### src/rtl/triangle_box_clipper_unit_macros.svh
`ifndef TRIANGLE_BOX_CLIPPER_UNIT_MACROS_SVH
`define TRIANGLE_BOX_CLIPPER_UNIT_MACROS_SVH

// same-cycle implication, checked outside reset
`define TBC_ASSERT_IMP(lbl, ante, cons, msg) \
  lbl: assert property (@(posedge clk) disable iff (!rst_n) (ante) |-> (cons)) \
    else $error(msg);

// next-cycle implication, also checked across reset
`define TBC_ASSERT_NXT(lbl, ante, cons, msg) \
  lbl: assert property (@(posedge clk) (ante) |=> (cons)) else $error(msg);

`endif

### src/rtl/tbc_pkg.sv
package tbc_pkg;

  localparam int COORD_W_DEF = 32;
  localparam int MAX_VERTS   = 9;
  localparam int IDX_W       = 4;
  localparam int NUM_REGS    = 6;
  localparam int NUM_PLANES  = 6;
  localparam int TRI_Q_DEPTH = 2;

  // register indexes
  localparam logic [2:0] REG_MIN_X = 3'd0;
  localparam logic [2:0] REG_MAX_X = 3'd1;
  localparam logic [2:0] REG_MIN_Y = 3'd2;
  localparam logic [2:0] REG_MAX_Y = 3'd3;
  localparam logic [2:0] REG_MIN_Z = 3'd4;
  localparam logic [2:0] REG_MAX_Z = 3'd5;

  // clip planes in processing order
  localparam logic [2:0] PL_MIN_X = 3'd0;
  localparam logic [2:0] PL_MAX_X = 3'd1;
  localparam logic [2:0] PL_MIN_Z = 3'd2;
  localparam logic [2:0] PL_MAX_Z = 3'd3;
  localparam logic [2:0] PL_MIN_Y = 3'd4;
  localparam logic [2:0] PL_MAX_Y = 3'd5;

  typedef struct packed {
    logic full;
    logic empty;
  } fifo_stat_t;

endpackage

### src/rtl/tbc_tri_fifo.sv
module tbc_tri_fifo #(
  parameter int W = tbc_pkg::COORD_W_DEF
) (
  input  logic                    clk,
  input  logic                    rst_n,
  input  logic                    push,
  input  logic [2:0][2:0][W-1:0]  wdata,
  input  logic                    pop,
  output logic [2:0][2:0][W-1:0]  rdata,
  output tbc_pkg::fifo_stat_t     fstat
);
  import tbc_pkg::*;

  localparam int PW = (TRI_Q_DEPTH > 1) ? $clog2(TRI_Q_DEPTH) : 1;
  localparam int CW = $clog2(TRI_Q_DEPTH + 1);

  logic [2:0][2:0][W-1:0] mem_r [TRI_Q_DEPTH];
  logic [PW-1:0]          wp_r, rp_r;
  logic [CW-1:0]          cnt_r;

  assign fstat.full  = (cnt_r == CW'(TRI_Q_DEPTH));
  assign fstat.empty = (cnt_r == '0);
  assign rdata       = mem_r[rp_r];

  always_ff @(posedge clk) begin
    if (!rst_n) begin
      wp_r  <= '0;
      rp_r  <= '0;
      cnt_r <= '0;
    end else begin
      if (push) begin
        wp_r <= (wp_r == PW'(TRI_Q_DEPTH - 1)) ? '0 : wp_r + PW'(1);
      end
      if (pop) begin
        rp_r <= (rp_r == PW'(TRI_Q_DEPTH - 1)) ? '0 : rp_r + PW'(1);
      end
      if (push && !pop) begin
        cnt_r <= cnt_r + CW'(1);
      end else if (pop && !push) begin
        cnt_r <= cnt_r - CW'(1);
      end
    end
  end

  always_ff @(posedge clk) begin
    if (push) begin
      mem_r[wp_r] <= wdata;
    end
  end

endmodule

### config.mk
export PLATFORM = sky130hd
export DESIGN_NAME = tbc_tri_fifo
export DESIGN_NICKNAME = d
export VERILOG_FILES = /design/src/rtl/triangle_box_clipper_unit_macros.svh /design/src/rtl/tbc_pkg.sv /design/src/rtl/tbc_tri_fifo.sv
export SDC_FILE = /design/constraint.sdc
export NUM_CORES = 1
export LEC_CHECK = 0
export ABC_AREA = 0
export BUFFER_PORTS_ARGS = -buffer_cell sky130_fd_sc_hd__buf_2
export CAP_MARGIN = 25
export CORE_ASPECT_RATIO = 0.6
export CORE_MARGIN = 2
export CORE_UTILIZATION = 53
export CTS_BUF_LIST = sky130_fd_sc_hd__clkbuf_4 sky130_fd_sc_hd__clkbuf_8 sky130_fd_sc_hd__clkbuf_16
export DETAILED_ROUTE_END_ITERATION = 7
export MAX_ROUTING_LAYER = met4
export PLACE_DENSITY = 0.77
export SKIP_CTS_REPAIR_TIMING = 1
export SYNTH_ARGS = -nofsm -noshare
export SYNTH_HDL_FRONTEND = slang
export SYNTH_SLANG_ARGS = --single-unit
### constraint.sdc
create_clock -name clk -period 16.4 [get_ports clk]
set_input_delay 0.82 -clock clk [delete_from_list [all_inputs] [get_ports clk]]
set_output_delay 0.82 -clock clk [all_outputs]
set_load 0.02 [all_outputs]
Word level (Yosys, flattened, before mapping)

Memories as Yosys holds them, arrays and structs flattened. A register that Yosys moved wholly into a read port is not among the register bits.
Cells that the tools add are included.

ROM bits: 0
RAM bits: 576
Word-level logic and storage cells: 23
Bits of input ports: 292
Bits in latches: 0
Flip-flop bits (word level): 4
Memories: 1

Multiply operators: 0
Reduce and logical (&&, ||, !) cells: 6
Div/mod/pow operators: 0
Muxes and demuxes: 8
Eq/ne operators: 1
Bitwise logic cells: 0
Shift operators: 0
Add/sub/neg operators: 4
Order comparisons: 0

Memories:

| name  | depth | bits a word | rd ports | clocked after memory_dff | write ports | line               | text |
|---|---|---|---|---|---|---|---|
| mem_r | 2     | 288         | 1        | 1                        | 1           | tbc_tri_fifo.sv:17 | `logic [2:0][2:0][W-1:0] mem_r [TRI_Q_DEPTH];` |

Operators by type and width:

| cell                                                                | number |
|---|---|
| 1-bit two-way mux                                                   | 6 |
| 2-bit two-way mux                                                   | 2 |
| 1-bit adder (second input constant)                                 | 2 |
| 2-bit by 1-bit adder with 2-bit output (second input constant)      | 1 |
| 2-bit == test (second input constant)                               | 1 |
| 1-bit logical AND                                                   | 2 |
| 1-bit logical NOT                                                   | 2 |
| 2-bit logical NOT                                                   | 1 |
| 2-bit nonzero test                                                  | 1 |
| 2-bit by 1-bit subtractor with 2-bit output (second input constant) | 1 |

Depth between registers and ports, before layout

Depth in word-level cells: 4
Mapped depth: 5

Worst setup path after synthesis

OpenSTA, ideal clock, no wires.

Kind: input -> register
Start point: in push
End point: reg wp_r
Arrival time: 14.163 ns
Setup slack: 2.120 ns
Setup time: 0.117 ns
Buffers on the path: 0
Data required time: 16.283 ns
Cell stages on the path: 2
Cell sequence: nor2b_1 -> o21a_1

RTL lines:

| element                | line               | text |
|---|---|---|
| start: declaration     | tbc_tri_fifo.sv:6  | `input logic push,` |
| end signal: assignment | tbc_tri_fifo.sv:32 | `wp_r <= (wp_r == PW'(TRI_Q_DEPTH - 1)) ? '0 : wp_r + PW'(1);` |
| end: declaration       | tbc_tri_fifo.sv:18 | `logic [PW-1:0] wp_r, rp_r;` |

==> summary.txt <==
Setup path
  – Worst path required time: 15.58 ns
  – Path depth of the worst reg2reg path: 3
  – Reg2Reg Launch Point: wp_r
  – Worst reg2reg endpoint: mem_r[0][178]
  – Worst EP arrival: approximately 2.9 ns
  – R2R Setup Slk: 13.21 ns
  – Worst Path Max Fanout: 131
  – Critical path startpoint category: flip-flop
  – WS Path Type: flip-flop to primary output
  – Crit path capture type: primary output

Timing
  – Final Critical Period: 3.69 ns
  – RSZ-0062 raised after global routing: false
  – Setup TNS: 0 ns
  – Slew HR: 0.182
  – Worst Tran Pin Value: 1.23 ns
  – Fmax: 0.271 GHz
  – Slew Limit Fails: 0
  – Setup ws final: between 10 and 15 ns
  – Setup Skew: 0.0144 ns
  – Final Hold Viols: 0
  – Endpoints failing setup: 0
  – Fin crit share: 0.225

Cells and area
  – Non-filler instance count after layout: roughly 2100
  – Nets: 1823
  – Final Util: 0.668
  – Fillers: approximately 2600
  – Area added between synthesis and finish: 23.9%
  – Share of cells above drive strength 1: 0.614

Synthesis
  – Seq/Total Area, Yosys: 0.797
  – Mapped cell area: between 20000 and 25000 µm²
  – Number of synthesized flops with an enable pin: ~580
  – Synthesized net count: approximately 1200
  – Post-synth top cells: edfxtp_1, mux2_4, mux2_2
  – Register bit total from synthesis: 581
  – Ranking of synthesized cells by area: edfxtp_1, mux2_4, mux2_2, buf_6, dfxtp_1
  – Syn_area_per_cell: roughly 24 µm²
  – Top cell type by total area after synthesis: edfxtp_1
  – Top FF cell, synth: edfxtp_1
  – Yosys cell types: 17
  – Compound-Gate Fraction of Synth Area: 0.000917
  – Fraction of registers with async set/reset: 0
  – Adder-Cell Fraction of Synth Area: 0.000573
  – Post-Syn Instances: 918
  – Post-synthesis mux area share: 0.183
  – Post-Synth Simple-Gate Area: 0.00246
  – Largest family of logic cells by synthesized area: multiplexers
  – Yosys warning count: 0
  – Most instantiated library cell after synthesis: edfxtp_1
  – Post-synthesis xor/xnor area fraction: 0.00120
  – Synth top area share: 0.792

Place
  – Final GP Congestion: 0.808
  – Placed instance count: 2006
  – Dpl hpwl: 30600 µm
  – PortBufs: 581
  – Worst slack, placed: ~12 ns

Drt
  – Routed Antenna Nets: 0
  – DR pass1 iterations: 6
  – Vias: approximately 11000
  – Vias per cell: 5.12
  – 1st-iter DRT viols: 917
  – Routed len/inst: 21.2 µm
  – DRC viols: 0
  – Routed WL: 44900 µm

Floorplanning
  – I/O pin count: 582
  – Die Ht: 161 µm
  – Core area: 40500 µm²
  – Die width: 266 µm
  – Row cnt: 57
  – Initial core utilization: 0.539
  – Die footprint: between 40000 and 50000 µm²

Global routing
  – Total GRT Usage: 0.210
  – Largest net degree at the start of global routing: approximately 160
  – First-pass GRT wire length: 65500 µm
  – Initial antenna violation count: 13
  – Vias in the first global route: 11130
  – Gr ovfl total: 0

CTS
  – Total CTS buffers: 52
  – Clock root cell: clkbuf_16
  – Worst-path clk slew: 0.06 ns
  – CTS H-tree depth: 2
  – TritonCTS clock tree: built
  – Sink Count: between 500 and 600
  – Clock Path Buffers: 3
  – Worst-Skew Late Latency: 0.58 ns

Power and ir drop
  – Tot Pwr: 3.43 mW
  – Power per cell area: 127 nW/µm²
  – VDD IR-drop max: ~0.00011 V
  – Leak Pwr: between 10 and 15 nW

Min path
  – Hold_sp: wdata[39]
  – Hold Crit Class: input pin to flip-flop
  – Hold Path Depth: 1
  – WHS Endpoint: mem_r[1][39]

Run
  – Max cap viols: 0

Outcome
  – Outcome: completed
==> through the flow <==
stage	instance area, µm²	hold WS (ns)
final	27000	0.427
after global routing	27000	0.391
after CTS	27000	0.393
after detailed placement	25200	0.523
after global placement	25200	0.484
after floorplan	21800	0.473
==> worst max-delay path by stage <==
stage	end	slack [ns]	depth (start not counted)	from
floorplan	wp_r	2.12	2	push
global placement	mem_r[0][178]	12.50	4	push
detailed placement	mem_r[0][184]	12.47	4	push
CTS	rdata[181]	12.67	3	flip-flop
global route	rdata[181]	12.55	3	flip-flop
finish	rdata[181]	12.71	3	flip-flop
==> kinds of logic after synthesis <==
logic type | Yosys count
AO/OA/AOI/OAI | 3
buffers and inverters | 33
flip-flops | 581
multiplexers | 288
adder cells (fa/ha/maj) | 1
AND/OR/NAND/NOR | 9
XOR/XNOR | 3
==> sequential cells by signal, indices dropped and copies added, names as in the netlist, named ones only <==
register  flops
rp_r          1
cnt_r         2
wp_r          1
mem_r       576
==> cell usage in the layout, fill, tap and decap left out <==
| cell | n |
|---|---|
| ha_1 | 1 |
| nor2b_4 | 1 |
| xnor2_1 | 1 |
| bufinv_16 | 8 |
| buf_12 | 3 |
| or3_1 | 1 |
| and2_1 | 3 |
| xor2_1 | 2 |
| buf_4 | 5 |
| inv_16 | 1 |
| clkinv_1 | 12 |
| diode_2 | 10 |
| dfxtp_1 | 4 |
| nor2b_1 | 2 |
| clkinv_4 | 2 |
| mux2_2 | 87 |
| buf_16 | 1 |
| clkbuf_16 | 52 |
| o21a_1 | 1 |
| clkinv_8 | 1 |
| a21boi_0 | 1 |
| clkbuf_4 | 12 |
| clkinv_2 | 5 |
| dfxtp_4 | 1 |
| inv_1 | 1 |
| edfxtp_1 | 576 |
| clkinvlp_4 | 1 |
| nor2_1 | 1 |
| o21ai_0 | 1 |
| mux2_4 | 201 |
| inv_6 | 4 |
| and2_4 | 1 |
| buf_2 | 581 |
==> per-layer routing <==
layer	GRT usage	part of all wire
met2	0.364	0.53
met1	0.242	0.38
met5	-	0
met3	0.0523	0.067
met4	0.0674	0.028
==> power breakdown <==
part	internal (mW)	switching [mW]
sequential	1.72	0.0232
clock	0.736	0.522
combinational	0.185	0.241
==> layout make-up <==
type	instances	area, µm²	share of cell area
clock buffers	64	1390	0.0514
multi-input cells	304	4120	0.152
diodes	10	25.0	0.000925
well taps	531	664	0.0246
flip-flops and latches	581	17400	0.643
clock inverters	34	407	0.0150
repair buffers	590	3030	0.112
inverters	1	3.75	0.000139
==> critical path, stage by stage (launching register included) <==
cell and delay [ns]:
dfxtp_4 0.84, buf_12 0.70, mux2_4 0.38, buf_2 0.17
No activity file was read; power rests on OpenSTA's default activity.
