`src/rtl/triangle_box_clipper_unit_macros.svh`:
```
`ifndef TRIANGLE_BOX_CLIPPER_UNIT_MACROS_SVH
`define TRIANGLE_BOX_CLIPPER_UNIT_MACROS_SVH

// same-cycle implication, checked outside reset
`define TBC_ASSERT_IMP(lbl, ante, cons, msg) \
  lbl: assert property (@(posedge clk) disable iff (!rst_n) (ante) |-> (cons)) \
    else $error(msg);

// next-cycle implication, also checked across reset
`define TBC_ASSERT_NXT(lbl, ante, cons, msg) \
  lbl: assert property (@(posedge clk) (ante) |=> (cons)) else $error(msg);

`endif

```
`src/rtl/tbc_pkg.sv`:
```
package tbc_pkg;

  localparam int COORD_W_DEF = 32;
  localparam int MAX_VERTS   = 9;
  localparam int IDX_W       = 4;
  localparam int NUM_REGS    = 6;
  localparam int NUM_PLANES  = 6;
  localparam int TRI_Q_DEPTH = 2;

  // register indexes
  localparam logic [2:0] REG_MIN_X = 3'd0;
  localparam logic [2:0] REG_MAX_X = 3'd1;
  localparam logic [2:0] REG_MIN_Y = 3'd2;
  localparam logic [2:0] REG_MAX_Y = 3'd3;
  localparam logic [2:0] REG_MIN_Z = 3'd4;
  localparam logic [2:0] REG_MAX_Z = 3'd5;

  // clip planes in processing order
  localparam logic [2:0] PL_MIN_X = 3'd0;
  localparam logic [2:0] PL_MAX_X = 3'd1;
  localparam logic [2:0] PL_MIN_Z = 3'd2;
  localparam logic [2:0] PL_MAX_Z = 3'd3;
  localparam logic [2:0] PL_MIN_Y = 3'd4;
  localparam logic [2:0] PL_MAX_Y = 3'd5;

  typedef struct packed {
    logic full;
    logic empty;
  } fifo_stat_t;

endpackage

```
`src/rtl/tbc_if.sv`:
```
interface tbc_vert_if #(parameter int W = tbc_pkg::COORD_W_DEF);
  logic         valid;
  logic         ready;
  logic [W-1:0] vert_x;
  logic [W-1:0] vert_y;
  logic [W-1:0] vert_z;

  modport source(output valid, vert_x, vert_y, vert_z, input ready);
  modport sink(input valid, vert_x, vert_y, vert_z, output ready);
endinterface


```
`src/rtl/tbc_front.sv`:
```
module tbc_front #(
  parameter int W = tbc_pkg::COORD_W_DEF
) (
  input  logic                    clk,
  input  logic                    rst_n,
  tbc_vert_if.sink                in_vert,
  input  tbc_pkg::fifo_stat_t     fstat,
  output logic                    tri_push,
  output logic [2:0][2:0][W-1:0]  tri_data
);
  import tbc_pkg::*;

  logic [1:0]           seen_r;
  logic [1:0][2:0][W-1:0] v_r;
  logic                 acc;
  logic [2:0][W-1:0]    cur;

  assign cur           = {in_vert.vert_z, in_vert.vert_y, in_vert.vert_x};
  // the third word needs a free queue slot, the first two are just stored
  assign in_vert.ready = (seen_r != 2'd2) || !fstat.full;
  assign acc           = in_vert.valid && in_vert.ready;
  assign tri_push      = acc && (seen_r == 2'd2);
  assign tri_data      = {cur, v_r[1], v_r[0]};

  always_ff @(posedge clk) begin
    if (!rst_n) begin
      seen_r <= 2'd0;
    end else if (acc) begin
      seen_r <= (seen_r == 2'd2) ? 2'd0 : seen_r + 2'd1;
    end
  end

  always_ff @(posedge clk) begin
    if (acc && seen_r != 2'd2) begin
      v_r[seen_r[0]] <= cur;
    end
  end

endmodule

```
`src/flat_wrapper.sv`:
```
// flat-port wrapper written by rule: the top's interface ports become plain ports
module tbc_front_flat import tbc_pkg::*;
#(
  parameter int W = tbc_pkg::COORD_W_DEF
)
  (clk, rst_n, fstat, tri_push, tri_data, in_vert_valid, in_vert_vert_x, in_vert_vert_y, in_vert_vert_z, in_vert_ready);
  tbc_vert_if #(.W(W)) in_vert_i ();
  input  logic clk;
  input  logic rst_n;
  input  tbc_pkg::fifo_stat_t fstat;
  output logic tri_push;
  output logic [2:0][2:0][W-1:0] tri_data;
  input wire logic [$bits(in_vert_i.valid)-1:0] in_vert_valid;
  input wire logic [$bits(in_vert_i.vert_x)-1:0] in_vert_vert_x;
  input wire logic [$bits(in_vert_i.vert_y)-1:0] in_vert_vert_y;
  input wire logic [$bits(in_vert_i.vert_z)-1:0] in_vert_vert_z;
  output wire logic [$bits(in_vert_i.ready)-1:0] in_vert_ready;
  assign in_vert_i.valid = in_vert_valid;
  assign in_vert_i.vert_x = in_vert_vert_x;
  assign in_vert_i.vert_y = in_vert_vert_y;
  assign in_vert_i.vert_z = in_vert_vert_z;
  assign in_vert_ready = in_vert_i.ready;
  tbc_front #(.W(W)) u_core (.clk(clk), .rst_n(rst_n), .in_vert(in_vert_i), .fstat(fstat), .tri_push(tri_push), .tri_data(tri_data));
endmodule
```
`config.mk`:
```
export PLATFORM = sky130hd
export DESIGN_NAME = tbc_front_flat
export DESIGN_NICKNAME = d
export VERILOG_FILES = /design/src/rtl/triangle_box_clipper_unit_macros.svh /design/src/rtl/tbc_pkg.sv /design/src/rtl/tbc_if.sv /design/src/rtl/tbc_front.sv /design/src/flat_wrapper.sv
export SDC_FILE = /design/constraint.sdc
export NUM_CORES = 1
export LEC_CHECK = 0
export BUFFER_PORTS_ARGS = -buffer_cell sky130_fd_sc_hd__clkbuf_2
export CAP_MARGIN = 20
export CORE_AREA = 4 4 149 151
export CTS_CLUSTER_DIAMETER = 200
export DETAILED_ROUTE_END_ITERATION = 16
export DIE_AREA = 0 0 153 155
export GPL_TIMING_DRIVEN = 0
export SYNTH_ARGS = -nofsm -noshare
export SYNTH_HDL_FRONTEND = slang
export SYNTH_SLANG_ARGS = --single-unit
```
`constraint.sdc`:
```
create_clock -name clk -period 5.6 [get_ports clk]
set_input_delay 0.28 -clock clk [delete_from_list [all_inputs] [get_ports clk]]
set_output_delay 0.28 -clock clk [all_outputs]
set_load 0.01 [all_outputs]
```
; ---- Word-level counts from Yosys, hierarchy flattened
; Index checks and enable logic that the tools add are counted.
[totals]
register_bits = 194
latchBits = 0
ramBits = 0
romBits = 0
in_bits = 101
out_inout_bits = 290
wordCells = 22
memories = 0
[classes]
add_sub_neg = 1
n_mul = 0
div_mod_pow = 0
magnitude_cmp = 2
n_eq_ne = 2
shifts = 0
muxes = 4
n_bitwise = 0
n_reduce_logical = 6
[op_table]
columns = op, n
row1 = $bwmux 192, 1
row2 = $demux 96 s1, 1
row3 = $mux 96, 1
row4 = $logic_and 1x1->1, 4
row5 = $add 2x1->2 const B, 1
row6 = $eq 2x2->1 const B, 1
row7 = $lt 1x2->1 const B, 1
row8 = $mux 2, 1
row9 = $ne 2x2->1 const B, 1
row10 = $ge 1x1->1 const B, 1
row11 = $logic_not 1->1, 1
row12 = $logic_or 1x1->1, 1

; ---- Logic depth before layout (Yosys ltp)
[depth]
word_depth = 5
depth_mapped = 2

; ---- Least setup slack after synthesis
; OpenSTA, ideal clock, no wires.
[synth_path]
path_type = register -> register
startpoint = register u_core.seen_r[1]
endpoint = register u_core.v_r (netlist bit u_core.tri_data[0]), enable pin
setup_ps = 535
arrival_ps = 4089
required_ps = 5065
path_slack_ps = 976
stages_incl_launch_ff = 2
n_path_buf = 0
period_less_slack_ps = 4624
path_cell_list = dfxtp_1 -> nor3b_2
[synth_between]
elab_chain_cells = 4
[synth_lines]
columns = element, line_no
row1 = "start, declared", tbc_front.sv:13  ; logic [1:0] seen_r;
row2 = "start signal, assigned", tbc_front.sv:29  ; seen_r <= (seen_r == 2'd2) ? 2'd0 : seen_r + 2'd1;
row3 = $ne 2x2->1 (*), "tbc_front.sv:20, tbc_front.sv:34"
row4 = $logic_or 1x1->1, tbc_front.sv:20  ; assign in_vert.ready = (seen_r != 2'd2) || !fstat.full;
row5 = $logic_and 1x1->1, tbc_front.sv:21  ; assign acc = in_vert.valid && in_vert.ready;
row6 = $logic_and 1x1->1 (*), tbc_front.sv:34  ; if (acc && seen_r != 2'd2) begin
row7 = "end signal, assigned by index", tbc_front.sv:35  ; v_r[seen_r[0]] <= cur;
row8 = "end, declared", tbc_front.sv:14  ; logic [1:0][2:0][W-1:0] v_r;
; Mark *: on every way between the ends. The rest lies on a longest branch, timed or not.
; A chain may end at the register's enable or synchronous reset.

; ---- Final worst setup path
; Same ends and word-level chain as after synthesis.

==> reports/summary.md <==
For the number of distinct standard cells referenced by the synthesized netlist, the log shows 10. Leaving out filler cells and counting taps, the final layout contains 1,001. The initial standard-cell utilization of the core is 31.7%, and the per-cell via count in the routed design is 3.91. Counting stages on the worst path, the most repeated cell is sky130_fd_sc_hd__buf_16. The die is 155 microns tall.

Cells with a size suffix above 1 make up 72.2% of the layout. The critical path is of the reg2reg type. The tools report the number of max-slew violations in the final report as 0.

Switching power share of the total: 23.7%. The class of the tightest hold or removal check was in2reg. For the initial antenna violation count, the log shows 1.

For this design the top-level I/O count stands at 391. Subtracting the final worst setup slack from the clock period gives 2.09 ns. TritonCTS built the clock tree. The critical path goes through nor3b_4, buf_16, buf_16, buf_8.

The fraction of power consumed by sequential logic was 52.6%; the maximum fanout along the worst path was 19. After synthesis, the largest family of logic cells by area is buffers and inverters. Clock-pin slew was measured on the worst setup and hold paths at 0.08 ns.

Timing would allow up to 479 MHz. For the arrival time reported for the critical path endpoint, the log shows 2.21 ns. Max-cap violations in this run came to 0.

The run gives 0.00248 W as the internal power contribution. The number of endpoints with negative hold slack in the final report is 0. Measured against its own limit, the worst slew margin works out to 37.0%. After layout, the worst path uses 37.3% of the clock period.

Detailed placement ended at an HPWL of 12,400 microns. Power spread over the standard cell area amounts to 338 nW/um^2. Net count after synthesis: 400.

The logs give 3,918 for the via count of the first global-routing pass and 53 for the number of rows in the core area. The repair_antennas step left the layout with diodes totalling 0. Buffers added to address setup during post-CTS repair amount to 0.

The run gives 3,918 as the via count. The worst ir drop on vdd came out at 0.250 mV. After synthesis, flip-flops and latches occupy 88.0% of the total area. Clock latency on the worst-skew pair, taken at its later pin, is 0.42 ns. The pin count of the biggest net entering global routing was 52. Setup violations remaining at the end of the flow were counted as 0. For this run the aggregate overflow at the end of global routing stands at 0. After the last flow step, the layout net total stands at 814. Setup repair after global routing left no endpoint under its margin. Global routing consumed, over all layers together, 13.1% of the routing resources.

The tools report the iteration count of the initial detailed-routing pass as 4. The slowest cell on the critical path was sky130_fd_sc_hd__nor3b_4. Of the total synthesized cell area, the portion taken by XOR and XNOR cells is 0%. The run finished with clean final reports. The count of buffers inserted at the top-level ports works out to 389. The logs give 4.27 nW for the leakage power of the design and 3.51 ns for the worst setup slack for register-to-register paths.

In this run the power spent charging and discharging nets is 0.000770 W. The die width works out to 153 microns. Clock tree synthesis found a total of 194 sinks. The logs give 0 for the number of nets with antenna violations after routing and 4 for the number of H-tree levels.

The number of clock buffers added by TritonCTS is 17. For this design, the CTS-stage hold fixing added 0 buffers. The tools report the kind of end point of the critical path as a register. For the post-synthesis cell count, the log shows 299.

The logic gate share of total power was 10.3%; the transition at the pin with the smallest max-transition slack was 0.943 ns. The Yosys step of the flow raised 0 warnings. The post-synthesis share of cell area spent on full adders, half adders and majority gates was 0%. The longest individual stage delay on the worst path is 0.81 ns, and the core region area is 20,800 sq um.

The die covers 23,700 sq um. Gates resized during post-CTS repair numbered 0. The post-synthesis mux area share is 0%. Counting along the longest clock path gives a buffer depth of 2. After detailed routing, the average wire length per cell comes to 15.9 microns. Number of synthesized register bits: 194. The area growth from synthesis to layout is 45.8%. Summing the areas of all and, or, nand and nor instances in the mapped netlist gives 0.815% of the synthesized area. The tools report the number of remaining DRC errors as 0. The synthesized area per cell was 22.1 sq um. In this run the clock root is driven by a sky130_fd_sc_hd__clkbuf_16. The clock network accounts for 37.1% of the total power. The tools report the wire length of the first global-routing pass as 23,600 microns.

The tools report the final clock skew as 0.00580 ns. Summing every instance area after synthesis gives 6600 sq um. In this run, the number of DRC markers left after iteration 0 of detailed routing was 139.

The worst hold slack is 0.0619 ns. The worst setup path is launched from a register. Wires add up to 15,900 microns. The worst path required time was 5.72 ns; the routability congestion estimate was 0.770. The total placed cells including tap cells is 969. The share of the synthesized area in compound gates (AO/OA/AOI/OAI) came out at 0.284%.
## through the flow
step / power, W / instance area, sq um / worst slack [ns] / util (%) / setup TNS (ns)
floorplan: 0.00189 / 6600 / 0.976 / - / 0
global placement: 0.00208 / 8890 / -1.21 / 42.7 / -116.13
detailed placement: 0.00209 / 9020 / 3.42 / 43.3 / 0
CTS: 0.00330 / 9620 / 3.46 / 46.2 / 0
global route: 0.00339 / 9620 / 3.38 / 46.2 / 0
finish: 0.00325 / 9620 / 3.51 / 46.2 / 0
## final timing paths
check	from	end	cells after the start
setup / recovery	u_core.seen_r[1]	u_core.tri_data[0]	4
hold / removal	in_vert_vert_x[27]	u_core.tri_data[123]	1
setup reg to reg	u_core.seen_r[1]	u_core.tri_data[0]	4
hold reg to reg	u_core.seen_r[1]	u_core.seen_r[1]	2
## worst max-delay path, delay by kind of cell (launching register included)
kind                   cells  cell delay [ns]
buffers and inverters      3             0.59
DFF                        1             0.37
and+or+nand+nor            1             0.81
## final cells by class
type,count,area (sq um)
Tap cell,275,344
Sequential cell,194,5810
Fill cell,1883,11200
Clock inverter,15,173
Buffer,96,721
Clock buffer,17,425
Timing Repair Buffer,395,2070
Multi-Input combinational cell,9,78.8
## flip-flops by register name, summed over array words and instances (netlist names)
signal	flops
u_core.tri_data	192
u_core.seen_r	2
## cell families (layout without fill, tap and decap cells)
kind of cell,after synthesis,after routing
simple gates,7,7
flops,194,194
compound gates,2,2
buf+inv,96,523
## power groups by stage
stage          sequential (W)  combinational (W)  clock, W
3_5_place_dp          0.00174           0.000345         0
2_1_floorplan         0.00179           0.000102         0
4_1_cts               0.00171           0.000345   0.00124
5_1_grt               0.00172           0.000363   0.00131
6_report              0.00171           0.000335   0.00120
3_3_place_gp          0.00175           0.000324         0
## placed cells by master (no fill, tap or decap), drive strengths merged
cell type,netlist,layout
clkbuf,0,406
edfxtp,192,192
buf,96,102
inv,0,7
clkinv,0,6
nor2b,2,2
nand2,2,2
dfxtp,2,2
nor3b,1,1
and2,1,1
and4bb,1,1
o21a,1,1
o221a,1,1
bufinv,0,1
clkinvlp,0,1
## cells in the mapped netlist
cell | count | area (sq um)
sky130_fd_sc_hd__and4bb_1 | 1 | 12.5
sky130_fd_sc_hd__o21a_1 | 1 | 7.51
sky130_fd_sc_hd__nor2b_1 | 2 | 12.5
sky130_fd_sc_hd__o221a_1 | 1 | 11.3
sky130_fd_sc_hd__buf_4 | 96 | 721
sky130_fd_sc_hd__dfxtp_1 | 2 | 40.0
sky130_fd_sc_hd__edfxtp_1 | 192 | 5770
sky130_fd_sc_hd__nor3b_2 | 1 | 12.5
sky130_fd_sc_hd__and2_4 | 1 | 8.76
sky130_fd_sc_hd__nand2_1 | 2 | 7.51
## layer usage
metal  share of wire [%]  global-route usage (%)  up-vias
li1                    -                       -     1864
met1                  37                    15.3     1826
met2                  52                    22.2      204
met3                 8.9                    4.76       22
met4                 1.9                    5.01        2
met5               0.082                       0        -
Note: power is estimated with default switching activity, not from simulation.
