--- src/rtl/triangle_box_clipper_unit_macros.svh ---
`ifndef TRIANGLE_BOX_CLIPPER_UNIT_MACROS_SVH
`define TRIANGLE_BOX_CLIPPER_UNIT_MACROS_SVH

// same-cycle implication, checked outside reset
`define TBC_ASSERT_IMP(lbl, ante, cons, msg) \
  lbl: assert property (@(posedge clk) disable iff (!rst_n) (ante) |-> (cons)) \
    else $error(msg);

// next-cycle implication, also checked across reset
`define TBC_ASSERT_NXT(lbl, ante, cons, msg) \
  lbl: assert property (@(posedge clk) (ante) |=> (cons)) else $error(msg);

`endif

--- src/rtl/tbc_pkg.sv ---
package tbc_pkg;

  localparam int COORD_W_DEF = 32;
  localparam int MAX_VERTS   = 9;
  localparam int IDX_W       = 4;
  localparam int NUM_REGS    = 6;
  localparam int NUM_PLANES  = 6;
  localparam int TRI_Q_DEPTH = 2;

  // register indexes
  localparam logic [2:0] REG_MIN_X = 3'd0;
  localparam logic [2:0] REG_MAX_X = 3'd1;
  localparam logic [2:0] REG_MIN_Y = 3'd2;
  localparam logic [2:0] REG_MAX_Y = 3'd3;
  localparam logic [2:0] REG_MIN_Z = 3'd4;
  localparam logic [2:0] REG_MAX_Z = 3'd5;

  // clip planes in processing order
  localparam logic [2:0] PL_MIN_X = 3'd0;
  localparam logic [2:0] PL_MAX_X = 3'd1;
  localparam logic [2:0] PL_MIN_Z = 3'd2;
  localparam logic [2:0] PL_MAX_Z = 3'd3;
  localparam logic [2:0] PL_MIN_Y = 3'd4;
  localparam logic [2:0] PL_MAX_Y = 3'd5;

  typedef struct packed {
    logic full;
    logic empty;
  } fifo_stat_t;

endpackage

--- src/rtl/tbc_if.sv ---


interface tbc_res_if #(parameter int W = tbc_pkg::COORD_W_DEF);
  import tbc_pkg::*;
  logic             valid;
  logic             ready;
  logic [W-1:0]     out_x;
  logic [W-1:0]     out_y;
  logic [W-1:0]     out_z;
  logic [IDX_W-1:0] out_index;
  logic             is_empty;
  logic             is_last;

  modport source(output valid, out_x, out_y, out_z, out_index, is_empty, is_last,
                 input ready);
  modport sink(input valid, out_x, out_y, out_z, out_index, is_empty, is_last,
               output ready);
endinterface

--- src/rtl/tbc_clip.sv ---
module tbc_clip #(
  parameter int W = tbc_pkg::COORD_W_DEF
) (
  input  logic                    clk,
  input  logic                    rst_n,
  input  logic [5:0][W-1:0]       box,
  input  logic [2:0][2:0][W-1:0]  tri_data,
  input  tbc_pkg::fifo_stat_t     fstat,
  output logic                    pop,
  tbc_res_if.source               out_res
);
  import tbc_pkg::*;

  localparam int DW = W + 1;
  localparam int SW = $clog2(DW);

  localparam logic [3:0] S_IDLE  = 4'd0;
  localparam logic [3:0] S_MARK  = 4'd1;
  localparam logic [3:0] S_LDPRV = 4'd2;
  localparam logic [3:0] S_RD    = 4'd3;
  localparam logic [3:0] S_TEST  = 4'd4;
  localparam logic [3:0] S_SETUP = 4'd5;
  localparam logic [3:0] S_MUL   = 4'd6;
  localparam logic [3:0] S_DIV   = 4'd7;
  localparam logic [3:0] S_WRX   = 4'd8;
  localparam logic [3:0] S_KEEP  = 4'd9;
  localparam logic [3:0] S_NEXT  = 4'd10;
  localparam logic [3:0] S_EMIT  = 4'd11;

  typedef logic [2:0][W-1:0] vert_t;

  function automatic logic signed [W:0] dist_f(input logic [2:0] pl, input vert_t v,
                                               input logic [5:0][W-1:0] bx);
    logic signed [W:0] c;
    logic signed [W:0] b;
    logic              lower;
    case (pl)
      PL_MIN_X: begin
        c = (W+1)'(signed'(v[0])); b = (W+1)'(signed'(bx[REG_MIN_X])); lower = 1'b1;
      end
      PL_MAX_X: begin
        c = (W+1)'(signed'(v[0])); b = (W+1)'(signed'(bx[REG_MAX_X])); lower = 1'b0;
      end
      PL_MIN_Z: begin
        c = (W+1)'(signed'(v[2])); b = (W+1)'(signed'(bx[REG_MIN_Z])); lower = 1'b1;
      end
      PL_MAX_Z: begin
        c = (W+1)'(signed'(v[2])); b = (W+1)'(signed'(bx[REG_MAX_Z])); lower = 1'b0;
      end
      PL_MIN_Y: begin
        c = (W+1)'(signed'(v[1])); b = (W+1)'(signed'(bx[REG_MIN_Y])); lower = 1'b1;
      end
      default: begin
        c = (W+1)'(signed'(v[1])); b = (W+1)'(signed'(bx[REG_MAX_Y])); lower = 1'b0;
      end
    endcase
    return lower ? (c - b) : (b - c);
  endfunction

  logic [3:0]       state_r;
  logic             sel_r;
  logic [3:0]       n_r, cnt_r, i_r;
  logic [2:0]       plane_r;
  logic [MAX_VERTS-1:0] marks_r;
  logic             anyin_r;
  vert_t            cur_r, prv_r, vin_r, vout_r;
  logic             curm_r, prvm_r;
  logic signed [W:0] din_r, dout_r;
  logic [DW-1:0]    den_r, mq_r;
  logic [SW-1:0]    step_r;
  vert_t            buf_r [2][MAX_VERTS];
  vert_t            res;

  logic             ov_r;
  vert_t            ov_data_r;
  logic [IDX_W-1:0] oidx_r;
  logic             oempty_r, olast_r;

  logic [3:0]       rd_idx;
  vert_t            rd_v;
  logic signed [W:0] d_rd;
  logic             out_free;
  logic             wr_en;
  vert_t            wr_data;

  always_comb begin
    case (state_r)
      S_LDPRV: rd_idx = n_r - 4'd1;
      default: rd_idx = i_r;
    endcase
  end

  assign rd_v     = buf_r[sel_r][rd_idx];
  assign d_rd     = dist_f(plane_r, rd_v, box);
  assign out_free = !ov_r || out_res.ready;
  assign pop      = (state_r == S_IDLE) && !fstat.empty;

  assign wr_en   = (state_r == S_WRX) ||
                   ((state_r == S_KEEP) && !curm_r && (cnt_r < 4'(MAX_VERTS)));
  assign wr_data = (state_r == S_WRX) ? res : cur_r;

  // each of the three lanes runs its own bit-serial multiply, then divide, in lockstep per crossing
  for (genvar k = 0; k < 3; k++) begin : g_lane
    logic [2*DW-1:0] acc_r;
    logic [DW-1:0]   mag_r;
    logic            neg_r;
    logic signed [DW-1:0] delta;
    logic [DW:0]     t;
    logic [DW:0]     t_sub;
    logic            ge;

    assign delta = (W+1)'(signed'(vout_r[k])) - (W+1)'(signed'(vin_r[k]));
    assign t     = {acc_r[2*DW-1:DW], acc_r[DW-1]};
    assign t_sub = t - {1'b0, den_r};
    assign ge    = (t >= {1'b0, den_r});
    assign res[k] = neg_r ? (vin_r[k] - acc_r[W-1:0]) : (vin_r[k] + acc_r[W-1:0]);

    always_ff @(posedge clk) begin
      case (state_r)
        S_SETUP: begin
          neg_r <= delta[DW-1];
          mag_r <= delta[DW-1] ? DW'(-delta) : DW'(delta);
          acc_r <= '0;
        end
        S_MUL: begin
          acc_r <= {acc_r[2*DW-2:0], 1'b0} + (mq_r[DW-1] ? {{DW{1'b0}}, mag_r} : '0);
        end
        S_DIV: begin
          // restoring step, quotient bits shift in at the bottom
          acc_r <= {(ge ? t_sub[DW-1:0] : t[DW-1:0]), acc_r[DW-2:0], ge};
        end
        default: begin
          acc_r <= acc_r;
        end
      endcase
    end
  end

  always_ff @(posedge clk) begin
    if (!rst_n) begin
      state_r  <= S_IDLE;
      sel_r    <= 1'b0;
      n_r      <= 4'd0;
      cnt_r    <= 4'd0;
      i_r      <= 4'd0;
      plane_r  <= 3'd0;
      anyin_r  <= 1'b0;
      step_r   <= '0;
      ov_r     <= 1'b0;
    end else begin
      if (ov_r && out_res.ready) begin
        ov_r <= 1'b0;
      end
      case (state_r)
        S_IDLE: begin
          if (!fstat.empty) begin
            sel_r   <= 1'b0;
            n_r     <= 4'd3;
            plane_r <= PL_MIN_X;
            i_r     <= 4'd0;
            anyin_r <= 1'b0;
            state_r <= S_MARK;
          end
        end
        S_MARK: begin
          anyin_r <= anyin_r | !d_rd[W];
          if (i_r == n_r - 4'd1) begin
            i_r <= 4'd0;
            if (anyin_r || !d_rd[W]) begin
              state_r <= S_LDPRV;
            end else begin
              n_r     <= 4'd0;
              state_r <= S_EMIT;
            end
          end else begin
            i_r <= i_r + 4'd1;
          end
        end
        S_LDPRV: begin
          cnt_r   <= 4'd0;
          state_r <= S_RD;
        end
        S_RD: begin
          state_r <= S_TEST;
        end
        S_TEST: begin
          state_r <= ((curm_r != prvm_r) && (cnt_r < 4'(MAX_VERTS))) ? S_SETUP : S_KEEP;
        end
        S_SETUP: begin
          step_r  <= '0;
          state_r <= S_MUL;
        end
        S_MUL: begin
          if (step_r == SW'(DW - 1)) begin
            step_r  <= '0;
            state_r <= S_DIV;
          end else begin
            step_r <= step_r + SW'(1);
          end
        end
        S_DIV: begin
          if (step_r == SW'(DW - 1)) begin
            state_r <= S_WRX;
          end else begin
            step_r <= step_r + SW'(1);
          end
        end
        S_WRX: begin
          cnt_r   <= cnt_r + 4'd1;
          state_r <= S_KEEP;
        end
        S_KEEP: begin
          if (wr_en) begin
            cnt_r <= cnt_r + 4'd1;
          end
          state_r <= S_NEXT;
        end
        S_NEXT: begin
          if (i_r == n_r - 4'd1) begin
            sel_r   <= !sel_r;
            n_r     <= cnt_r;
            i_r     <= 4'd0;
            anyin_r <= 1'b0;
            plane_r <= plane_r + 3'd1;
            state_r <= (plane_r == PL_MAX_Y || cnt_r == 4'd0) ? S_EMIT : S_MARK;
          end else begin
            i_r     <= i_r + 4'd1;
            state_r <= S_RD;
          end
        end
        S_EMIT: begin
          if (out_free) begin
            ov_r <= 1'b1;
            if (n_r == 4'd0 || i_r == n_r - 4'd1) begin
              state_r <= S_IDLE;
            end else begin
              i_r <= i_r + 4'd1;
            end
          end
        end
        default: begin
          state_r <= S_IDLE;
        end
      endcase
    end
  end

  // datapath registers
  always_ff @(posedge clk) begin
    if (state_r == S_IDLE && !fstat.empty) begin
      buf_r[0][0] <= tri_data[0];
      buf_r[0][1] <= tri_data[1];
      buf_r[0][2] <= tri_data[2];
    end
    if (wr_en) begin
      buf_r[!sel_r][cnt_r] <= wr_data;
    end
    if (state_r == S_MARK) begin
      marks_r[i_r] <= d_rd[W];
    end
    if (state_r == S_LDPRV) begin
      prv_r  <= rd_v;
      prvm_r <= marks_r[n_r - 4'd1];
    end
    if (state_r == S_RD) begin
      cur_r  <= rd_v;
      curm_r <= marks_r[i_r];
    end
    if (state_r == S_TEST) begin
      vin_r  <= curm_r ? prv_r : cur_r;
      vout_r <= curm_r ? cur_r : prv_r;
      din_r  <= dist_f(plane_r, curm_r ? prv_r : cur_r, box);
      dout_r <= dist_f(plane_r, curm_r ? cur_r : prv_r, box);
    end
    if (state_r == S_SETUP) begin
      den_r <= DW'(din_r - dout_r);
      mq_r  <= DW'(din_r);
    end else if (state_r == S_MUL) begin
      mq_r <= {mq_r[DW-2:0], 1'b0};
    end
    if (state_r == S_NEXT) begin
      prv_r  <= cur_r;
      prvm_r <= curm_r;
    end
    if (state_r == S_EMIT && out_free) begin
      if (n_r == 4'd0) begin
        ov_data_r <= '0;
        oidx_r    <= '0;
        oempty_r  <= 1'b1;
        olast_r   <= 1'b1;
      end else begin
        ov_data_r <= rd_v;
        oidx_r    <= IDX_W'(i_r);
        oempty_r  <= 1'b0;
        olast_r   <= (i_r == n_r - 4'd1);
      end
    end
  end

  assign out_res.valid     = ov_r;
  assign out_res.out_x     = ov_data_r[0];
  assign out_res.out_y     = ov_data_r[1];
  assign out_res.out_z     = ov_data_r[2];
  assign out_res.out_index = oidx_r;
  assign out_res.is_empty  = oempty_r;
  assign out_res.is_last   = olast_r;

endmodule

--- src/flat_wrapper.sv ---
// flat-port wrapper written by rule: the top's interface ports become plain ports
module tbc_clip_flat import tbc_pkg::*;
#(
  parameter int W = tbc_pkg::COORD_W_DEF
)
  (clk, rst_n, box, tri_data, fstat, pop, out_res_valid, out_res_out_x, out_res_out_y, out_res_out_z, out_res_out_index, out_res_is_empty, out_res_is_last, out_res_ready);
  tbc_res_if #(.W(W)) out_res_i ();
  input  logic clk;
  input  logic rst_n;
  input  logic [5:0][W-1:0] box;
  input  logic [2:0][2:0][W-1:0] tri_data;
  input  tbc_pkg::fifo_stat_t fstat;
  output logic pop;
  output wire logic [$bits(out_res_i.valid)-1:0] out_res_valid;
  output wire logic [$bits(out_res_i.out_x)-1:0] out_res_out_x;
  output wire logic [$bits(out_res_i.out_y)-1:0] out_res_out_y;
  output wire logic [$bits(out_res_i.out_z)-1:0] out_res_out_z;
  output wire logic [$bits(out_res_i.out_index)-1:0] out_res_out_index;
  output wire logic [$bits(out_res_i.is_empty)-1:0] out_res_is_empty;
  output wire logic [$bits(out_res_i.is_last)-1:0] out_res_is_last;
  input wire logic [$bits(out_res_i.ready)-1:0] out_res_ready;
  assign out_res_valid = out_res_i.valid;
  assign out_res_out_x = out_res_i.out_x;
  assign out_res_out_y = out_res_i.out_y;
  assign out_res_out_z = out_res_i.out_z;
  assign out_res_out_index = out_res_i.out_index;
  assign out_res_is_empty = out_res_i.is_empty;
  assign out_res_is_last = out_res_i.is_last;
  assign out_res_i.ready = out_res_ready;
  tbc_clip #(.W(W)) u_core (.clk(clk), .rst_n(rst_n), .box(box), .tri_data(tri_data), .fstat(fstat), .pop(pop), .out_res(out_res_i));
endmodule
--- config.mk ---
export PLATFORM = sky130hd
export DESIGN_NAME = tbc_clip_flat
export DESIGN_NICKNAME = d
export VERILOG_FILES = /design/src/rtl/triangle_box_clipper_unit_macros.svh /design/src/rtl/tbc_pkg.sv /design/src/rtl/tbc_if.sv /design/src/rtl/tbc_clip.sv /design/src/flat_wrapper.sv
export SDC_FILE = /design/constraint.sdc
export NUM_CORES = 2
export LEC_CHECK = 0
export BUFFER_PORTS_ARGS = -buffer_cell sky130_fd_sc_hd__buf_2
export CAP_MARGIN = 40
export CORE_MARGIN = 2
export CORE_UTILIZATION = 35
export CTS_CLUSTER_SIZE = 28
export DETAILED_ROUTE_END_ITERATION = 10
export PLACE_DENSITY = 0.57
export SLEW_MARGIN = 20
export SYNTH_ARGS = -nofsm -noshare
export SYNTH_HDL_FRONTEND = slang
export SYNTH_SLANG_ARGS = --single-unit
--- constraint.sdc ---
create_clock -name clk -period 22.3 [get_ports clk]
set_input_delay 1.115 -clock clk [delete_from_list [all_inputs] [get_ports clk]]
set_output_delay 1.115 -clock clk [all_outputs]
set_load 0.05 [all_outputs]
Word-level counts from Yosys, hierarchy flattened
Memories as Yosys holds them, arrays and structs flattened. A register that Yosys moved wholly into a read port is not among the register bits.
Index checks and enable logic that the tools add are counted.
- flip-flop bits (word level): 957
- memories: 1
- output and inout port bits: 104
- bits in writable memories: 1728
- input bits: 485
- logic and storage cells: 257
- mux-type cells: 96
- equal/unequal tests: 30
- order comparisons: 10
- reductions and logical operators: 41
- add/subtract/negate cells: 30
- bitwise operators: 3
- memory list (name ; depth ; bits a word ; rd ports ; clocked after memory_dff ; write ports ; line ; source):
    u_core.buf_r ; 2 ; 864 ; 1 ; 1 ; 1 ; tbc_clip.sv:71 ; vert_t buf_r [2][MAX_VERTS];
- operator list (operator ; count):
    two-way mux 864 bit ; 3
    OR reduction 864 bit ; 1
    two-way mux 96 bit ; 8
    one-hot mux 66 bit (3 select lines) ; 3
    two-way mux 33 bit ; 14
    binary-select mux 96 bit (select 4 bit) ; 1
    demux 96 bit (select 4 bit) ; 1
    subtractor 33 bit ; 10
    adder 66 bit ; 3
    one-hot mux 33 bit (2 select lines) ; 3
    two-way mux 32 bit ; 6
    one-hot mux 33 bit (5 select lines) ; 1
    greater-or-equal comparator 34 x 33 -> 1 bit ; 3
    negation 33 bit ; 3
    subtractor 32 x 32 -> 33 bit ; 3
    adder 32 bit ; 3
    subtractor 32 bit ; 3
    two-way mux 4 bit ; 20
    one-hot mux 4 bit (12 select lines) ; 1
    one-hot mux 4 bit (3 select lines) ; 3
    two-way mux 1 bit ; 20
    one-hot mux 6 bit (3 select lines) ; 1
    equality test 4 x 3 -> 1 bit (second input constant) ; 4
    equality test 4 bit (second input constant) ; 4
    other kinds (43) ; 88

Longest topological paths before layout
- word-level depth: 14
- depth in mapped cells: 27
- depth with buffers taken out: 22

Least setup slack after synthesis
No wires, ideal clock.
- path kind: flip-flop to flip-flop
- from: reg u_core.state_r[0]
- to: reg u_core.din_r[0] (enable)
- buffers on the path: 2
- arrival: 18294 ps
- setup time: 1193 ps
- stages on the path, launching flop included: 4
- required time: 21107 ps
- period minus slack after synthesis: 19486 ps
- path slack: 2814 ps
- path through: dfxtp_1 > clkbuf_1 > clkbuf_1 > nor3_1
- word-level cells in the longest chain between the ends: 1
- RTL lines (item ; line ; source):
    start: declaration ; tbc_clip.sv:60 ; logic [3:0] state_r;
    start signal: assignment ; tbc_clip.sv:187 ; state_r <= ((curm_r != prvm_r) && (cnt_r < 4'(MAX_VERTS))) ? S_SETUP : S_KEEP;
    start signal: assignment ; tbc_clip.sv:225 ; state_r <= (plane_r == PL_MAX_Y || cnt_r == 4'd0) ? S_EMIT : S_MARK;
    equality test 4 x 3 -> 1 bit ; tbc_clip.sv:269 ; if (state_r == S_TEST) begin
    end signal: assignment ; tbc_clip.sv:272 ; din_r <= dist_f(plane_r, curm_r ? prv_r : cur_r, box);
    end: declaration ; tbc_clip.sv:68 ; logic signed [W:0] din_r, dout_r;
Every way passes these cells.
A chain may end at the register's enable or synchronous reset.

==> results.txt <==
* CTS Sinks: 2686
- The worst setup path is captured at a flop.
- Rel. slew slack: 34.9%
- Buffer cell driving the clock tree root: sky130_fd_sc_hd__clkbuf_16
- For this run, the number of Yosys warnings is 0.
- Maximum fanout along the worst path: 99
- The final-report hold violation count is 0.
- Flip-flop cell with the highest count after synthesis: sky130_fd_sc_hd__edfxtp_1
- Summing the areas of all compound-gate instances in the mapped netlist gives 12.3% of the synthesized area.
- The cell count after synthesis came out at 12200.
- EDFF count, synth: 2657
- Layout cell share with drive strength beyond 1: 16.2%
* Total routing resource utilization after global routing: 24.1%
- The startpoint identified for the worst register-to-register timing path is u_core.state_r[1]$_SDFFE_PN0P_.
- At the end of the flow, the number of nets in the layout was 14100.
- Most common cell in the synthesized netlist: sky130_fd_sc_hd__edfxtp_1
- CTS tree: yes
- Transition at the pin with the smallest max-transition slack: 0.952 ns
- The worst hold path begins at tri_data[117].
- In this run, CTS created clock tree buffers numbering 301.
- Number of antenna violations at the first check in global routing: 32
* Clock Skew: 0.104 ns
- For this run, design rule violations remaining after detail routing come to 0.
* # fillers: 39300
- Count of pins on the block boundary: 589
- Die Ht: 649 um
- Setup violators final: 0
- At the later pin of the worst-skew pair, clock insertion delay measures 0.98 ns.
- Registers take 0.0804 mm2.
- The region available for standard cell placement spans 0.413 mm2.
- After floorplanning, the core was divided into 236 placement rows.
- CTS HTree Levels: 5
* Fraction of the mapped netlist area in adder cells: 5.65%
* HPWL after DPL: 378000 um
- Port Buf Inserts: 587
* Average wire per cell in the routed design: 28.1 um
- Max-slew violation total from the final report: 0
* Data arrival time of the critical path: 10.31 ns
- After synthesis the netlist holds a flip-flop and latch count of 2686.
- The congestion estimate from routability-driven global placement came to 1.03.
- The worst setup path is launched from a flop.
* Maximum number of pins on one net before global-route repair: 131
* Post_cts resized: 0
- After clock tree synthesis, the clock-pin slew on the worst setup and hold paths is 0.06 ns.
- Wire length of the first global-routing pass: 731000 um
* Setup tns final: 0 ns
* Net count of the mapped netlist: 13400
- Number of distinct library cells after synthesis: 95
- CTS Hold Buffers Added: 0
* Wire length reported by the detailed router: 524000 um
- Worst reg2reg endpoint: u_core.state_r[0]$_SDFFE_PN0P_
* Cell taking the most area after synthesis: sky130_fd_sc_hd__edfxtp_1
* Final worst path period need: 9.47 ns
* Growth of design area from synthesis to finish: 14.7%
- The synthesized netlist occupies a cell area of 0.145 mm2.
- The synthesized netlist devotes 3.72% of its cell area to XOR and XNOR gates.
- By count the netlist is led by sky130_fd_sc_hd__edfxtp_1 (2657), sky130_fd_sc_hd__nand2_1 (1384), sky130_fd_sc_hd__nor2_1 (862).
* Die Width: 649 um
- Top post-synthesis cells by area: sky130_fd_sc_hd__edfxtp_1 (55%), sky130_fd_sc_hd__mux4_2 (5.9%), sky130_fd_sc_hd__ha_1 (5.4%)
* Hold path depth: 3
- Share of synthesized area spent on multiplexers: 9.02%
* Initial detailed-routing violation count: 12800
* Initial core utilization: 35.2%
- The longest clock path from root to sink contains 4 buffers.
- Post-CTS Repair Setup Buffers: 0
* Class of the tightest hold or removal check: input port to flop
- Power Dens Cells: 116 mW/mm2
- Across the run, the number of max-cap violations was 0.
* End of the worst hold path: u_core.buf_r[0][693]$_DFFE_PP_
* Average size of a mapped cell: 11.9 um2
- Via count of the routed design: 106000
- Register-to-register path setup slack: 12.83 ns
* Required time reported for the critical path endpoint: 23.14 ns
- Leakage power total: 0.0622 uW
- The flow ran to the end, and the final reports show no timing, DRC or antenna violations.
- In the synthesized netlist the async set-or-reset flop fraction comes to 0%.
- The via count of the first global-routing pass came to 98700.
- Multi-input logic area: 0.0610 mm2
- Sequential cell area fraction in the yosys report: 55.3%
- Derived from the worst setup path, the maximum achievable clock frequency is 106 MHz.
- Mean number of vias per cell: 5.66
- Count of cells along the worst register-to-register path: 23
- By startpoint and endpoint, the worst setup path is classified as flop to flop.
- Area share of the largest cell type after synthesis: 54.9%
- The completed layout was analyzed and its total power is 19400 uW.
* Simple-gate share of the synthesized area: 10.9%
* Setup repair after global routing missed its margin: no
- Period utilization: 42.5%
- 1st-pass router iterations: 10
* Main combinational cell family by area after synthesis: compound AO/OA/AOI/OAI gates
- Remaining antenna violation count: 0
* Total congestion overflow after global routing: 0
- Die area: 0.421 mm2
- Worst-case vdd ir drop: 0.0941 mV
-- critical path: stages, from the launching register on --
cell and delay (ns):
sky130_fd_sc_hd__dfxtp_1 0.81, sky130_fd_sc_hd__or4b_1 0.77, sky130_fd_sc_hd__mux2i_4 0.66, sky130_fd_sc_hd__buf_4 0.71, sky130_fd_sc_hd__buf_4 0.65, sky130_fd_sc_hd__buf_12 0.50, sky130_fd_sc_hd__mux4_2 0.40, sky130_fd_sc_hd__nand2_1 0.08
sky130_fd_sc_hd__nand3_1 0.25, sky130_fd_sc_hd__a31oi_2 0.76, sky130_fd_sc_hd__inv_1 0.13, sky130_fd_sc_hd__a21o_1 0.31, sky130_fd_sc_hd__ha_1 0.38, sky130_fd_sc_hd__and3_1 0.19, sky130_fd_sc_hd__a221oi_1 0.38, sky130_fd_sc_hd__o21ai_0 0.12
sky130_fd_sc_hd__a21oi_1 0.21, sky130_fd_sc_hd__nand4_1 0.24, sky130_fd_sc_hd__o22ai_1 0.27, sky130_fd_sc_hd__nand2_1 0.08, sky130_fd_sc_hd__or4_1 0.44, sky130_fd_sc_hd__and4_1 0.26, sky130_fd_sc_hd__or3_1 0.34, sky130_fd_sc_hd__o21ai_1 0.13
-- metal layers --
layer  track usage (%)  vias to the layer above  wire (um)
met2              37.3                     4884     234000
met5                 0                        -         90
li1                  -                    47300          -
met1              32.1                    52500     211000
met3              4.34                      843      44200
met4              13.3                       14      33800
-- cell usage in the layout (no fill, tap or decap), types with 361 or more instances in the layout --
| master | count |
|---|---|
| sky130_fd_sc_hd__a21o_1 | 460 |
| sky130_fd_sc_hd__a21oi_1 | 728 |
| sky130_fd_sc_hd__buf_2 | 594 |
| sky130_fd_sc_hd__edfxtp_1 | 2657 |
| sky130_fd_sc_hd__ha_1 | 630 |
| sky130_fd_sc_hd__inv_1 | 641 |
| sky130_fd_sc_hd__mux4_2 | 378 |
| sky130_fd_sc_hd__nand2_1 | 1382 |
| sky130_fd_sc_hd__nand3_1 | 361 |
| sky130_fd_sc_hd__nor2_1 | 844 |
| sky130_fd_sc_hd__o21ai_0 | 479 |
| sky130_fd_sc_hd__xnor2_1 | 419 |
-- final cells by class --
cell class,count,area share (%)
clock inverters,168,1.05
flip-flops and latches,2686,48.2
repair buffers,959,3.86
multi-input cells,8342,36.6
diodes,18,0.0270
clock buffers,358,4.72
well taps,5474,4.11
inverters,643,1.45
-- worst max-delay path by stage --
stage                              startpoint                        endpoint  slack (ns)  cells after the start
5_1_grt        u_core.state_r[1]$_SDFFE_PN0P_  u_core.state_r[0]$_SDFFE_PN0P_       12.64                     23
6_report       u_core.state_r[1]$_SDFFE_PN0P_  u_core.state_r[0]$_SDFFE_PN0P_       12.83                     23
4_1_cts        u_core.state_r[1]$_SDFFE_PN0P_  u_core.state_r[0]$_SDFFE_PN0P_       13.02                     23
3_5_place_dp   u_core.state_r[1]$_SDFFE_PN0P_  u_core.state_r[0]$_SDFFE_PN0P_       13.05                     23
3_3_place_gp   u_core.state_r[1]$_SDFFE_PN0P_  u_core.state_r[0]$_SDFFE_PN0P_       13.09                     23
2_1_floorplan  u_core.state_r[0]$_SDFFE_PN0P_       u_core.din_r[0]$_DFFE_PP_        2.81                      3
-- stage by stage --
step / util (%) / hold slack (ns) / cell area [um2] / cells / setup WS (ns)
after floorplan: - / 0.452 / 145000 / 12200 / 2.81
after global placement: 37.7 / 0.475 / 156000 / 18000 / 13.09
after detailed placement: 37.9 / 0.485 / 157000 / 18100 / 13.05
after CTS: 40.2 / 0.379 / 166000 / 18600 / 13.02
after global routing: 40.3 / 0.423 / 167000 / 18600 / 12.64
final: 40.3 / 0.430 / 167000 / 18600 / 12.83
-- flip-flops by register name (all words and copies together) (netlist names), 3 cells and up, named ones only --
| signal | cells |
|---|---|
| u_core.buf_r | 1728 |
| u_core.g_lane.acc_r | 198 |
| u_core.g_lane.mag_r | 99 |
| u_core.cur_r | 96 |
| u_core.prv_r | 96 |
| u_core.vin_r | 96 |
| u_core.vout_r | 96 |
| u_core.den_r | 33 |
| u_core.din_r | 33 |
| u_core.dout_r | 33 |
| u_core.mq_r | 33 |
| u_core.out_res.out_x | 32 |
| u_core.out_res.out_y | 32 |
| u_core.out_res.out_z | 32 |
| u_core.marks_r | 9 |
| u_core.step_r | 6 |
| u_core.cnt_r | 4 |
| u_core.i_r | 4 |
| u_core.n_r | 4 |
| u_core.out_res.out_index | 4 |
| u_core.state_r | 4 |
| u_core.g_lane.neg_r | 3 |
| u_core.plane_r | 3 |
-- report_power, final --
part / switching (uW) / internal (uW)
clock: 2120 / 2810
combinational: 5540 / 2190
sequential: 165 / 6570
total: 7830 / 11600
-- kinds of logic after synthesis --
logic type / after synthesis
xor+xnor: 617
simple gates: 3508
fa+ha+maj: 647
compound gates: 2764
mux: 806
flops: 2686
buf+inv: 1208
(Power assumes the default switching activity.)
